<file path="src/rtl/core/arm_pkg.sv">
// ---------------------------------------------------------------------------
// arm_pkg
// Shared types and constants for the address range merge table.
// ---------------------------------------------------------------------------
`default_nettype none
package arm_pkg;

    localparam int ADDR_BITS_DEF  = 16;
    localparam int MAX_RANGES_DEF = 16;

    typedef enum logic [1:0] {
        OP_MARK   = 2'd0,
        OP_SET    = 2'd1,
        OP_REWIND = 2'd2,
        OP_FIND   = 2'd3
    } op_t;

    typedef enum logic [3:0] {
        ST_IDLE,
        ST_SCAN,
        ST_SCAN2,
        ST_SHIFT,
        ST_STAT,
        ST_CUR,
        ST_OUT
    } state_t;

endpackage
`default_nettype wire

</file>
<file path="src/rtl/core/address_range_merge_table.sv">
// ---------------------------------------------------------------------------
// address_range_merge_table
// Table of covered address ranges with mark, set, rewind and find.
// ---------------------------------------------------------------------------
// channel   dir  beat
// s_axis    in   opcode, address, span_end
// m_axis    out  current range, extremes, count, find result, overflow
//
// The cost of a beat lies in the scans over the range memory, one entry read per
// cycle, and in the entries moved while the table compacts after a join; each
// move reads an entry and then writes it one place lower.
// Reset clears count and selection at once; no clearing pass. The input is
// held off until the result is taken; a stalled result holds.
`default_nettype none
module address_range_merge_table
#(
    parameter int ADDR_BITS  = arm_pkg::ADDR_BITS_DEF,
    parameter int MAX_RANGES = arm_pkg::MAX_RANGES_DEF
)
(
    input  wire logic        clk,
    input  wire logic        rst_n,
    input  wire logic        s_axis_tvalid,
    output logic             s_axis_tready,
    input  wire logic [39:0] s_axis_tdata,   // opcode[1:0], address[17:2], span_end[33:18]
    output logic             m_axis_tvalid,
    input  wire logic        m_axis_tready,
    output logic [95:0]      m_axis_tdata    // cur_start[15:0], cur_end[31:16],
                                             // cur_address[47:32], cur_valid[48],
                                             // found[49], found_index[53:50],
                                             // lowest_start[69:54], highest_end[85:70],
                                             // range_count[90:86], overflow[91]
);
    import arm_pkg::*;

    localparam int IW = (MAX_RANGES > 1) ? $clog2(MAX_RANGES) : 1;
    localparam int CW = $clog2(MAX_RANGES + 1);
    localparam logic [CW-1:0] MAXC = CW'(MAX_RANGES);
    localparam logic [ADDR_BITS-1:0] ONES = '1;

    logic [ADDR_BITS-1:0] mem_first [MAX_RANGES];
    logic [ADDR_BITS-1:0] mem_last  [MAX_RANGES];

    state_t state_reg, state_next;
    logic [1:0]           op_reg, op_next;
    logic [ADDR_BITS-1:0] a_reg, a_next, e_reg, e_next;
    logic [CW-1:0]        cnt_reg, cnt_next;
    logic [IW-1:0]        cidx_reg, cidx_next;
    logic                 csel_reg, csel_next;
    logic [ADDR_BITS-1:0] caddr_reg, caddr_next;
    logic [CW-1:0]        k_reg, k_next;       // scan index
    logic                 rv_reg, rv_next;     // read data valid this cycle
    logic [IW-1:0]        ri_reg, ri_next;     // index of read data
    logic                 fnd_reg, fnd_next, ovf_reg, ovf_next, have_reg, have_next;
    logic [IW-1:0]        fidx_reg, fidx_next;
    logic [IW-1:0]        hit_reg, hit_next;   // first touching entry i
    logic                 hleft_reg, hleft_next; // i touches on its left side
    logic [ADDR_BITS-1:0] lo_reg, lo_next, hi_reg, hi_next;
    logic [ADDR_BITS-1:0] cs_reg, cs_next, ce_reg, ce_next;
    logic [95:0]          obuf_reg, obuf_next;
    logic                 ov_reg, ov_next;

    // memory port
    logic [IW-1:0]        rd_addr;
    logic [ADDR_BITS-1:0] rd_first, rd_last;
    logic                 wr_en, wrl_en;
    logic [IW-1:0]        wr_addr;
    logic [ADDR_BITS-1:0] wr_first, wr_last;

    always_ff @(posedge clk)
    begin
        rd_first <= mem_first[rd_addr];
        rd_last  <= mem_last[rd_addr];
        if (wr_en)
        begin
            mem_first[wr_addr] <= wr_first;
        end
        if (wrl_en)
        begin
            mem_last[wr_addr] <= wr_last;
        end
    end

    logic in_f, t_left, t_right, cov;
    always_comb
    begin
        in_f    = (rd_first <= a_reg) && (a_reg <= rd_last);
        t_left  = ({1'b0, a_reg} + 1'b1) == {1'b0, rd_first};
        t_right = ({1'b0, rd_last} + 1'b1) == {1'b0, a_reg};
        cov     = (rd_first <= a_reg) && (e_reg <= rd_last);
    end

    always_comb
    begin
        state_next = state_reg;
        op_next = op_reg; a_next = a_reg; e_next = e_reg;
        cnt_next = cnt_reg; cidx_next = cidx_reg; csel_next = csel_reg;
        caddr_next = caddr_reg; k_next = k_reg; rv_next = 1'b0; ri_next = ri_reg;
        fnd_next = fnd_reg; ovf_next = ovf_reg; have_next = have_reg;
        fidx_next = fidx_reg; hit_next = hit_reg; hleft_next = hleft_reg;
        lo_next = lo_reg; hi_next = hi_reg; cs_next = cs_reg; ce_next = ce_reg;
        obuf_next = obuf_reg; ov_next = ov_reg;
        rd_addr = k_reg[IW-1:0];
        wr_en = 1'b0; wrl_en = 1'b0; wr_addr = '0; wr_first = a_reg; wr_last = a_reg;
        s_axis_tready = 1'b0;
        case (state_reg)
            ST_IDLE:
            begin
                s_axis_tready = !ov_reg;
                if (s_axis_tvalid && !ov_reg)
                begin
                    op_next  = s_axis_tdata[1:0];
                    a_next   = ADDR_BITS'(s_axis_tdata[17:2]);
                    e_next   = ADDR_BITS'(s_axis_tdata[33:18]);
                    k_next   = '0;
                    fnd_next = 1'b0; ovf_next = 1'b0; fidx_next = '0; have_next = 1'b0;
                    case (op_t'(s_axis_tdata[1:0]))
                        OP_MARK:
                        begin
                            caddr_next = ADDR_BITS'(s_axis_tdata[17:2]);
                            state_next = ST_SCAN;
                        end
                        OP_SET:
                        begin
                            caddr_next = ADDR_BITS'(s_axis_tdata[17:2]);
                            state_next = ST_STAT;
                        end
                        OP_REWIND:
                        begin
                            caddr_next = ONES;
                            csel_next  = 1'b0;
                            state_next = ST_SCAN;
                        end
                        default:
                        begin
                            state_next = ST_SCAN;
                        end
                    endcase
                end
            end
            ST_SCAN:
            begin
                // issue read k, evaluate previous
                rd_addr = k_reg[IW-1:0];
                if (k_reg < cnt_reg)
                begin
                    rv_next = 1'b1;
                    ri_next = k_reg[IW-1:0];
                    k_next  = k_reg + 1'b1;
                end
                if (rv_reg)
                begin
                    case (op_t'(op_reg))
                        OP_MARK:
                        begin
                            if (in_f)
                            begin
                                cidx_next = ri_reg; csel_next = 1'b1;
                                rv_next = 1'b0; state_next = ST_STAT;
                            end
                            else if (t_left || t_right)
                            begin
                                hit_next = ri_reg; hleft_next = t_left;
                                cs_next = rd_first; ce_next = rd_last;
                                rv_next = 1'b0; k_next = '0;
                                state_next = ST_SCAN2;
                            end
                        end
                        OP_REWIND:
                        begin
                            if (!have_reg || rd_first < caddr_reg)
                            begin
                                have_next = 1'b1; caddr_next = rd_first;
                                cidx_next = ri_reg; csel_next = 1'b1;
                            end
                        end
                        default:
                        begin
                            if (cov && !fnd_reg)
                            begin
                                fnd_next = 1'b1; fidx_next = ri_reg;
                            end
                        end
                    endcase
                end
                if (state_next == ST_SCAN && !rv_next && !(rv_reg && k_reg < cnt_reg))
                begin
                    if (op_reg == OP_MARK)
                    begin
                        if (cnt_reg >= MAXC)
                        begin
                            ovf_next = 1'b1;
                        end
                        else
                        begin
                            wr_en = 1'b1; wrl_en = 1'b1; wr_addr = cnt_reg[IW-1:0];
                            cidx_next = cnt_reg[IW-1:0]; csel_next = 1'b1;
                            cnt_next = cnt_reg + 1'b1;
                        end
                    end
                    state_next = ST_STAT;
                end
            end
            ST_SCAN2:
            begin
                // search partner j that touches the other side
                rd_addr = k_reg[IW-1:0];
                if (k_reg < cnt_reg)
                begin
                    rv_next = 1'b1; ri_next = k_reg[IW-1:0]; k_next = k_reg + 1'b1;
                end
                if (rv_reg && ri_reg != hit_reg && (hleft_reg ? t_right : t_left))
                begin
                    rv_next = 1'b0;
                    wr_en = hleft_reg; wrl_en = !hleft_reg;
                    if (hit_reg < ri_reg)
                    begin
                        wr_addr = hit_reg; wr_first = rd_first; wr_last = rd_last;
                        cidx_next = hit_reg;
                    end
                    else
                    begin
                        wr_en = !hleft_reg; wrl_en = hleft_reg;
                        wr_addr = ri_reg; wr_first = cs_reg; wr_last = ce_reg;
                        cidx_next = ri_reg;
                    end
                    csel_next = 1'b1;
                    k_next = {1'b0, (hit_reg < ri_reg) ? ri_reg : hit_reg} + 1'b1;
                    state_next = ST_SHIFT;
                end
                else if (!rv_next && !rv_reg)
                begin
                    wr_en = hleft_reg; wrl_en = !hleft_reg; wr_addr = hit_reg;
                    cidx_next = hit_reg; csel_next = 1'b1;
                    state_next = ST_STAT;
                end
            end
            ST_SHIFT:
            begin
                // move entry k-1 <- k, one entry at a time: read it, then write it
                rd_addr = k_reg[IW-1:0];
                if (rv_reg)
                begin
                    wr_en = 1'b1; wrl_en = 1'b1; wr_addr = ri_reg - 1'b1;
                    wr_first = rd_first; wr_last = rd_last;
                end
                if (k_reg < cnt_reg && !rv_reg)
                begin
                    rv_next = 1'b1; ri_next = k_reg[IW-1:0]; k_next = k_reg + 1'b1;
                end
                else if (!(k_reg < cnt_reg))
                begin
                    if (!rv_reg || k_reg >= cnt_reg)
                    begin
                        cnt_next = cnt_reg - 1'b1;
                        state_next = ST_STAT;
                    end
                end
            end
            ST_STAT:
            begin
                // extremes over the table
                rd_addr = k_reg[IW-1:0];
                if (!rv_reg && !have_reg)
                begin
                    k_next = '0; have_next = 1'b1; lo_next = '0; hi_next = '0;
                    state_next = ST_STAT;
                end
                else
                begin
                    if (k_reg < cnt_reg)
                    begin
                        rv_next = 1'b1; ri_next = k_reg[IW-1:0]; k_next = k_reg + 1'b1;
                    end
                    if (rv_reg)
                    begin
                        if (ri_reg == '0 || rd_first < lo_reg)
                        begin
                            lo_next = rd_first;
                        end
                        if (rd_last > hi_reg)
                        begin
                            hi_next = rd_last;
                        end
                    end
                    if (!rv_next && k_reg >= cnt_reg)
                    begin
                        if (csel_reg && {1'b0, cidx_reg} >= cnt_reg)
                        begin
                            csel_next = 1'b0;
                        end
                        state_next = ST_CUR;
                    end
                end
            end
            ST_CUR:
            begin
                rd_addr = cidx_reg;
                if (!rv_reg)
                begin
                    rv_next = 1'b1;
                end
                else
                begin
                    state_next = ST_OUT;
                end
            end
            default:
            begin
                obuf_next = {4'd0,
                             ovf_reg,
                             5'(cnt_reg),
                             16'(hi_reg),
                             16'(lo_reg),
                             4'(fidx_reg),
                             fnd_reg,
                             csel_reg,
                             16'(caddr_reg),
                             csel_reg ? 16'(rd_last) : 16'd0,
                             csel_reg ? 16'(rd_first) : 16'd0};
                ov_next = 1'b1;
                state_next = ST_IDLE;
            end
        endcase
        if (state_reg == ST_SCAN2 || state_reg == ST_SHIFT)
        begin
            have_next = 1'b0;
        end
        if (state_reg == ST_IDLE && state_next != ST_IDLE)
        begin
            have_next = 1'b0;
        end
        if (state_reg == ST_SCAN && state_next == ST_STAT)
        begin
            have_next = 1'b0;
        end
        if (ov_reg && m_axis_tready)
        begin
            ov_next = 1'b0;
        end
    end

    always_ff @(posedge clk or negedge rst_n)
    begin
        if (!rst_n)
        begin
            state_reg <= ST_IDLE;
            cnt_reg   <= '0;
            cidx_reg  <= '0;
            csel_reg  <= 1'b0;
            caddr_reg <= ONES;
            rv_reg    <= 1'b0;
            ov_reg    <= 1'b0;
            have_reg  <= 1'b0;
        end
        else
        begin
            state_reg <= state_next;
            cnt_reg   <= cnt_next;
            cidx_reg  <= cidx_next;
            csel_reg  <= csel_next;
            caddr_reg <= caddr_next;
            rv_reg    <= rv_next;
            ov_reg    <= ov_next;
            have_reg  <= have_next;
        end
    end

    always_ff @(posedge clk)
    begin
        op_reg <= op_next; a_reg <= a_next; e_reg <= e_next;
        k_reg <= k_next; ri_reg <= ri_next;
        fnd_reg <= fnd_next; ovf_reg <= ovf_next; fidx_reg <= fidx_next;
        hit_reg <= hit_next; hleft_reg <= hleft_next;
        lo_reg <= lo_next; hi_reg <= hi_next; cs_reg <= cs_next; ce_reg <= ce_next;
        obuf_reg <= obuf_next;
    end

    assign m_axis_tvalid = ov_reg;
    assign m_axis_tdata  = obuf_reg;

endmodule
`default_nettype wire
</file>
<file path="config.mk">
export PLATFORM = sky130hd
export DESIGN_NAME = address_range_merge_table
export DESIGN_NICKNAME = d
export VERILOG_FILES = /design/src/rtl/core/arm_pkg.sv /design/src/rtl/core/address_range_merge_table.sv
export SDC_FILE = /design/constraint.sdc
export NUM_CORES = 1
export LEC_CHECK = 0
export BUFFER_PORTS_ARGS = -buffer_cell sky130_fd_sc_hd__buf_2
export CAP_MARGIN = 10
export CORE_AREA = 4 4 201 399
export CTS_BUF_LIST = sky130_fd_sc_hd__clkbuf_2 sky130_fd_sc_hd__clkbuf_4 sky130_fd_sc_hd__clkbuf_8
export DETAILED_ROUTE_END_ITERATION = 8
export DIE_AREA = 0 0 205 403
export GPL_ROUTABILITY_DRIVEN = 0
export PLACE_DENSITY = 0.67
export SETUP_SLACK_MARGIN = 0.2
export SLEW_MARGIN = 20
export SYNTH_ARGS = -nofsm -noshare
export SYNTH_HDL_FRONTEND = slang
export SYNTH_SLANG_ARGS = --single-unit
</file>
<file path="constraint.sdc">
create_clock -name clk -period 11.6 [get_ports clk]
set_clock_uncertainty 0.15 [all_clocks]
set_input_delay 2.32 -clock clk [delete_from_list [all_inputs] [get_ports clk]]
set_output_delay 2.32 -clock clk [all_outputs]
set_load 0.05 [all_outputs]
</file>
==> impl_metrics.json, run 1 <==
{
  "ff2ff_setup_slack_ns": 5.61,
  "arrival_ns": 6.26,
  "cp_max_fo": 17,
  "post-cts-setup-buffers": 0,
  "cts_tree": "built",
  "via_per_inst": 5.92,
  "die-area_um2": 82600,
  "period_needed_ns": 5.99,
  "clkTransAtPathRegs_ns": 0.07,
  "cts_hold_buf": 0,
  "drive_above_1_share": 0.156,
  "avgSynthCellArea_um2": 13.0,
  "synth_top_flop_cell": "edfxtp_1",
  "hold_viol": 0,
  "antenna_left": 0,
  "synth-edff-count": 722,
  "clockBufferDepth": 3,
  "r2r_start": "a_reg[7]",
  "hp-start": "fidx_reg[1]",
  "rows": 144,
  "syn_inst": 2704,
  "timing_worst_setup_path_type": "reg -> reg",
  "crit_path_end_kind": "register",
  "top_level_ports": 142,
  "final_common_cell": "edfxtp_1",
  "die_y_um": 403,
  "outcome": "finished clean",
  "numClockSinks": 787,
  "layout_common_cells": "edfxtp_1, nand2_1, a211oi_1, and2_1, buf_2",
  "synth_async_sr_flop_share": 0.0419,
  "final_max_slew_viol_count": 0,
  "utilization": 0.508,
  "setup_viol": 0,
  "clkLatencyLatePin_ns": 0.76,
  "yosys_warnings": 0,
  "synthDistinctLibCells": 97,
  "syn_to_final_growth_pct": 10.9,
  "total_power_mw": 8.29,
  "fmax_ghz": 0.167,
  "coreArea_um2": 76900,
  "drt_wl_total_um": 94000,
  "cts_resized": 0,
  "grt_usage": 0.223,
  "cp-start-kind": "register",
  "htree_levels": 3,
  "cts_made_buffers": 98,
  "cap_violations": 0,
  "netlist_area_um2": 35200,
  "reg2reg_depth": 13,
  "start_util": 0.458,
  "grt.overflow.total": 0,
  "synth_seq_cells": 787,
  "root_buffer": "clkbuf_8",
  "grt_max_degree": 215,
  "peakVddDrop_v": 0.000119,
  "drt_iter0_markers": 1939,
  "tns_ns": 0,
  "place_area_um2": 37000,
  "worstHoldEndpoint": "m_axis_tdata[51]",
  "r2r_end": "mem_last[14][9]",
  "rsz0062_at_grt": "no",
  "die_x_um": 205,
  "hpwl_um": 61400,
  "finalNonFillerCells": 3942,
  "leakage_nw": 13.9,
  "final_area_um2": 39000,
  "grt_pass1_wl_um": 139000,
  "dr.pass1.iters": 8,
  "dr_total_vias": 23300,
  "drc": 0,
  "wl_per_cell_um": 23.8,
  "worst_slew_pin_slew_ns": 1.12,
  "critPathRequiredTime_ns": 11.86,
  "grt_pass1_vias": 23400,
  "port_buffers": 131,
  "slew_headroom": 0.252,
  "dp.cells": 3760,
  "hold-path-cell-count": 0,
  "nets": 3002,
  "yosysSeqAreaShare": 0.658,
  "fill_cells": 6428,
  "timing.final.crit_share": 0.517,
  "antenna_found_initial": 1,
  "power_density_nw_per_um2": 212,
  "hold_path.class": "reg -> reg"
}
==> synth_stat cells (all sizes together) (47+ instances only) <==
master / number / area, µm²
a31oi: 70 / 438
a211oi: 166 / 1250
nor2: 77 / 289
nor3: 47 / 330
clkbuf: 133 / 549
a21oi: 124 / 636
ha: 118 / 1480
edfxtp: 722 / 21700
a311oi: 68 / 596
and2: 167 / 1050
o21ai: 86 / 430
nand2: 351 / 1320
inv: 108 / 405
==> logic make-up (layout without fill, tap and decap cells) <==
| group | count (synthesis) | in the layout | share of synthesized area |
|---|---|---|---|
| AO/OA/AOI/OAI | 658 | 658 | 0.133 |
| XOR/XNOR | 47 | 47 | 0.0117 |
| adder cells (fa/ha/maj) | 119 | 119 | 0.0425 |
| buffers and inverters | 271 | 481 | 0.0340 |
| flip-flops | 787 | 787 | 0.658 |
| multiplexers | 14 | 14 | 0.00412 |
| other | 1 | 7 | 0.000107 |
| AND/OR/NAND/NOR | 807 | 807 | 0.117 |
==> final cells by class <==
class	instances	area, µm²	area share
sequential	787	23200	0.593
antenna	2	5.00	0.000128
timing repair buffer	194	1170	0.0301
clock inverter	47	352	0.00900
tap	1022	1280	0.0327
multi-input combinational	1650	11000	0.282
clock buffer	132	1640	0.0420
inverter	108	405	0.0104
==> report_power, final <==
| part | switching [mW] | leakage, nW | internal (mW) |
|---|---|---|---|
| clock | 1.02 | 1.04 | 1.00 |
| combinational | 1.73 | 5.55 | 0.842 |
| sequential | 0.303 | 7.26 | 3.38 |
==> per-layer routing <==
layer	global-route usage	part of all wire	up-vias
met5	0	0	-
met4	0.151	0.079	0
met3	0.0317	0.058	320
met2	0.410	0.53	1046
met1	0.230	0.33	11500
li1	-	-	10500
==> critical path, stage by stage, from the launching register on <==
cell,delay [ns]
edfxtp_1,0.67
inv_1,0.26
ha_1,0.38
a21oi_1,0.14
o21ai_0,0.15
a221o_1,0.31
or3_1,0.53
a221oi_1,0.60
or2_2,0.25
o22ai_4,0.18
a221oi_1,0.49
nand2_1,0.45
nor3_2,0.71
buf_4,0.35
==> per-stage QoR <==
stage               setup WS [ns]  hold WS [ns]
floorplan                    6.27         0.250
global placement             5.79         0.256
detailed placement           5.75         0.256
CTS                          5.68         0.272
global route                 5.34         0.289
finish                       5.61         0.275
==> worst max-delay path by stage <==
stage | start | slack, ns | cells after the start | endpoint
CTS | a_reg[7] | 5.68 | 13 | mem_last[14][9]
finish | a_reg[7] | 5.61 | 13 | mem_last[14][9]
global route | a_reg[7] | 5.34 | 13 | mem_last[14][9]
global placement | a_reg[7] | 5.79 | 13 | mem_last[14][15]
floorplan | a_reg[1] | 6.27 | 9 | ce_reg[0]
detailed placement | a_reg[7] | 5.75 | 13 | mem_last[14][12]
No activity file was read; power rests on OpenSTA's default activity.
==> run 2, diff against run 1 <==
==> constraint.sdc (replaced) <==
create_clock -name clk -period 6.24 [get_ports clk]
set_clock_uncertainty 0.15 [all_clocks]
set_input_delay 1.248 -clock clk [delete_from_list [all_inputs] [get_ports clk]]
set_output_delay 1.248 -clock clk [all_outputs]
set_load 0.05 [all_outputs]
==> run 2 against run 1 <==
Against the previous run: sequential share of layout area decreased by 0.42 points; utilization increased by 0.37 points; combinational power increased by 89%; cell count increased by 0.79%; critical endpoint is now mem_last[15][2].
==> impl_metrics.json, run 2 (synthesis gave the netlist of run 1 again) <==
{
  "outcome": "finished clean",
  "leakage_nw": 14.0,
  "slew_headroom": 0.235,
  "hold_viol": 0,
  "antenna_left": 0,
  "start_util": 0.458,
  "dr.pass1.iters": 6,
  "critPathSlowestCell": "nor3b_1",
  "cp_common_cell": "nand2_1",
  "drive_above_1_share": 0.164,
  "cap_violations": 0,
  "htree_levels": 3,
  "setup_ws_ns": 0.577,
  "total_power_mw": 15.6,
  "wl_met2_um": 48800,
  "port_buffers": 131,
  "top_level_ports": 142,
  "dp_slack_ns": 0.752,
  "drt_iter0_markers": 1766,
  "top_layer": "met4",
  "grt_pass1_vias": 23600,
  "cp_max_fo": 14,
  "timing.final.crit_share": 0.908,
  "arrival_ns": 5.92,
  "grt_usage": 0.221,
  "critPathRequiredTime_ns": 6.50,
  "wl_per_cell_um": 23.3,
  "syn_to_final_growth_pct": 11.7,
  "die_x_um": 205,
  "peakVddDrop_v": 0.000258,
  "hpwl_um": 63400,
  "grt_max_degree": 164,
  "nets": 3030,
  "antenna_found_initial": 1,
  "grt_pass1_wl_um": 140000,
  "rows": 144,
  "drt_wl_total_um": 92500,
  "fmax_ghz": 0.177,
  "via_per_inst": 5.81,
  "root_buffer": "clkbuf_8",
  "cts_resized": 0,
  "final_common_cell": "edfxtp_1",
  "crit_path_end_kind": "register",
  "drc": 0,
  "setup_viol": 0,
  "numClockSinks": 787,
  "tns_ns": 0,
  "cts_hold_buf": 0,
  "cp-start-kind": "register",
  "cts_tree": "built",
  "layout_common_cells": "edfxtp_1, nand2_1, a211oi_1, and2_1, buf_2",
  "coreArea_um2": 76900,
  "wl_met3_um": 5480,
  "wl_met1_um": 30600,
  "clockBufferDepth": 3,
  "worst_slew_pin_slew_ns": 1.15,
  "period_needed_ns": 5.66,
  "clkLatencyLatePin_ns": 0.75,
  "rsz0062_at_grt": "no",
  "clkTransAtPathRegs_ns": 0.08,
  "dr_total_vias": 23100,
  "grt.overflow.total": 0,
  "cts_made_buffers": 99,
  "die-area_um2": 82600,
  "die_y_um": 403,
  "power_density_nw_per_um2": 396,
  "final_max_slew_viol_count": 0,
  "hold_path.class": "reg -> reg",
  "post-cts-setup-buffers": 0,
  "crit_chain": "ha_1, nand2_1, or3_1, o32ai_1, nor2_1, nor3b_1, nand2_1, a21boi_4, a221oi_2, or2_1, nor3_2, buf_4",
  "slowest_delay_ns": 0.74,
  "timing_worst_setup_path_type": "reg -> reg"
}
-- run 2: layout make-up --
class                   count  area, µm²
clock buffers             123       1570
repair buffers            221       1390
flip-flops and latches    787      23200
multi-input cells        1650      11000
well taps                1022       1280
fillers                  6484      37600
inverters                 108        405
clock inverters            61        480
diodes                      1       2.50
-- run 2: path summary, 6_finish.rpt --
path	from	end	slack, ns	depth (start not counted)
setup / recovery	a_reg[1]	mem_last[15][2]	0.58	12
hold / removal	fidx_reg[1]	m_axis_tdata[51]	0.27	0
setup reg to reg	a_reg[1]	mem_last[15][2]	0.58	12
hold reg to reg	fidx_reg[1]	m_axis_tdata[51]	0.27	0
max in group asynchronous	rst_n	have_reg	4.81	1
min in group asynchronous	rst_n	m_axis_tvalid	0.51	1
-- run 2: worst max-delay path: cells and delay by family (launching register included) --
kind	cells	cell delay, ns
flip-flops	1	0.67
buffers and inverters	1	0.33
AND/OR/NAND/NOR	7	2.89
adder cells (fa/ha/maj)	1	0.37
AO/OA/AOI/OAI	3	0.89
-- run 2: metal layers --
metal  global-route usage  vias up
met5                    0        -
met4                0.156        0
met3               0.0358      303
met2                0.402      938
met1                0.226    11300
li1                     -    10600
-- run 2: per-stage QoR --
stage,instance area (µm²),hold WS (ns),utilization,std cells
after floorplan,35200,0.250,-,2708
after global placement,37300,0.256,0.484,3788
after detailed placement,37300,0.256,0.484,3788
after CTS,39300,0.270,0.511,3972
after global routing,39300,0.277,0.511,3973
final,39300,0.271,0.511,3973
-- run 2: report_power, final --
group	internal (mW)	switching (mW)	leakage, nW
logic	1.61	3.25	5.69
clock network	1.97	1.89	1.08
registers	6.29	0.548	7.26
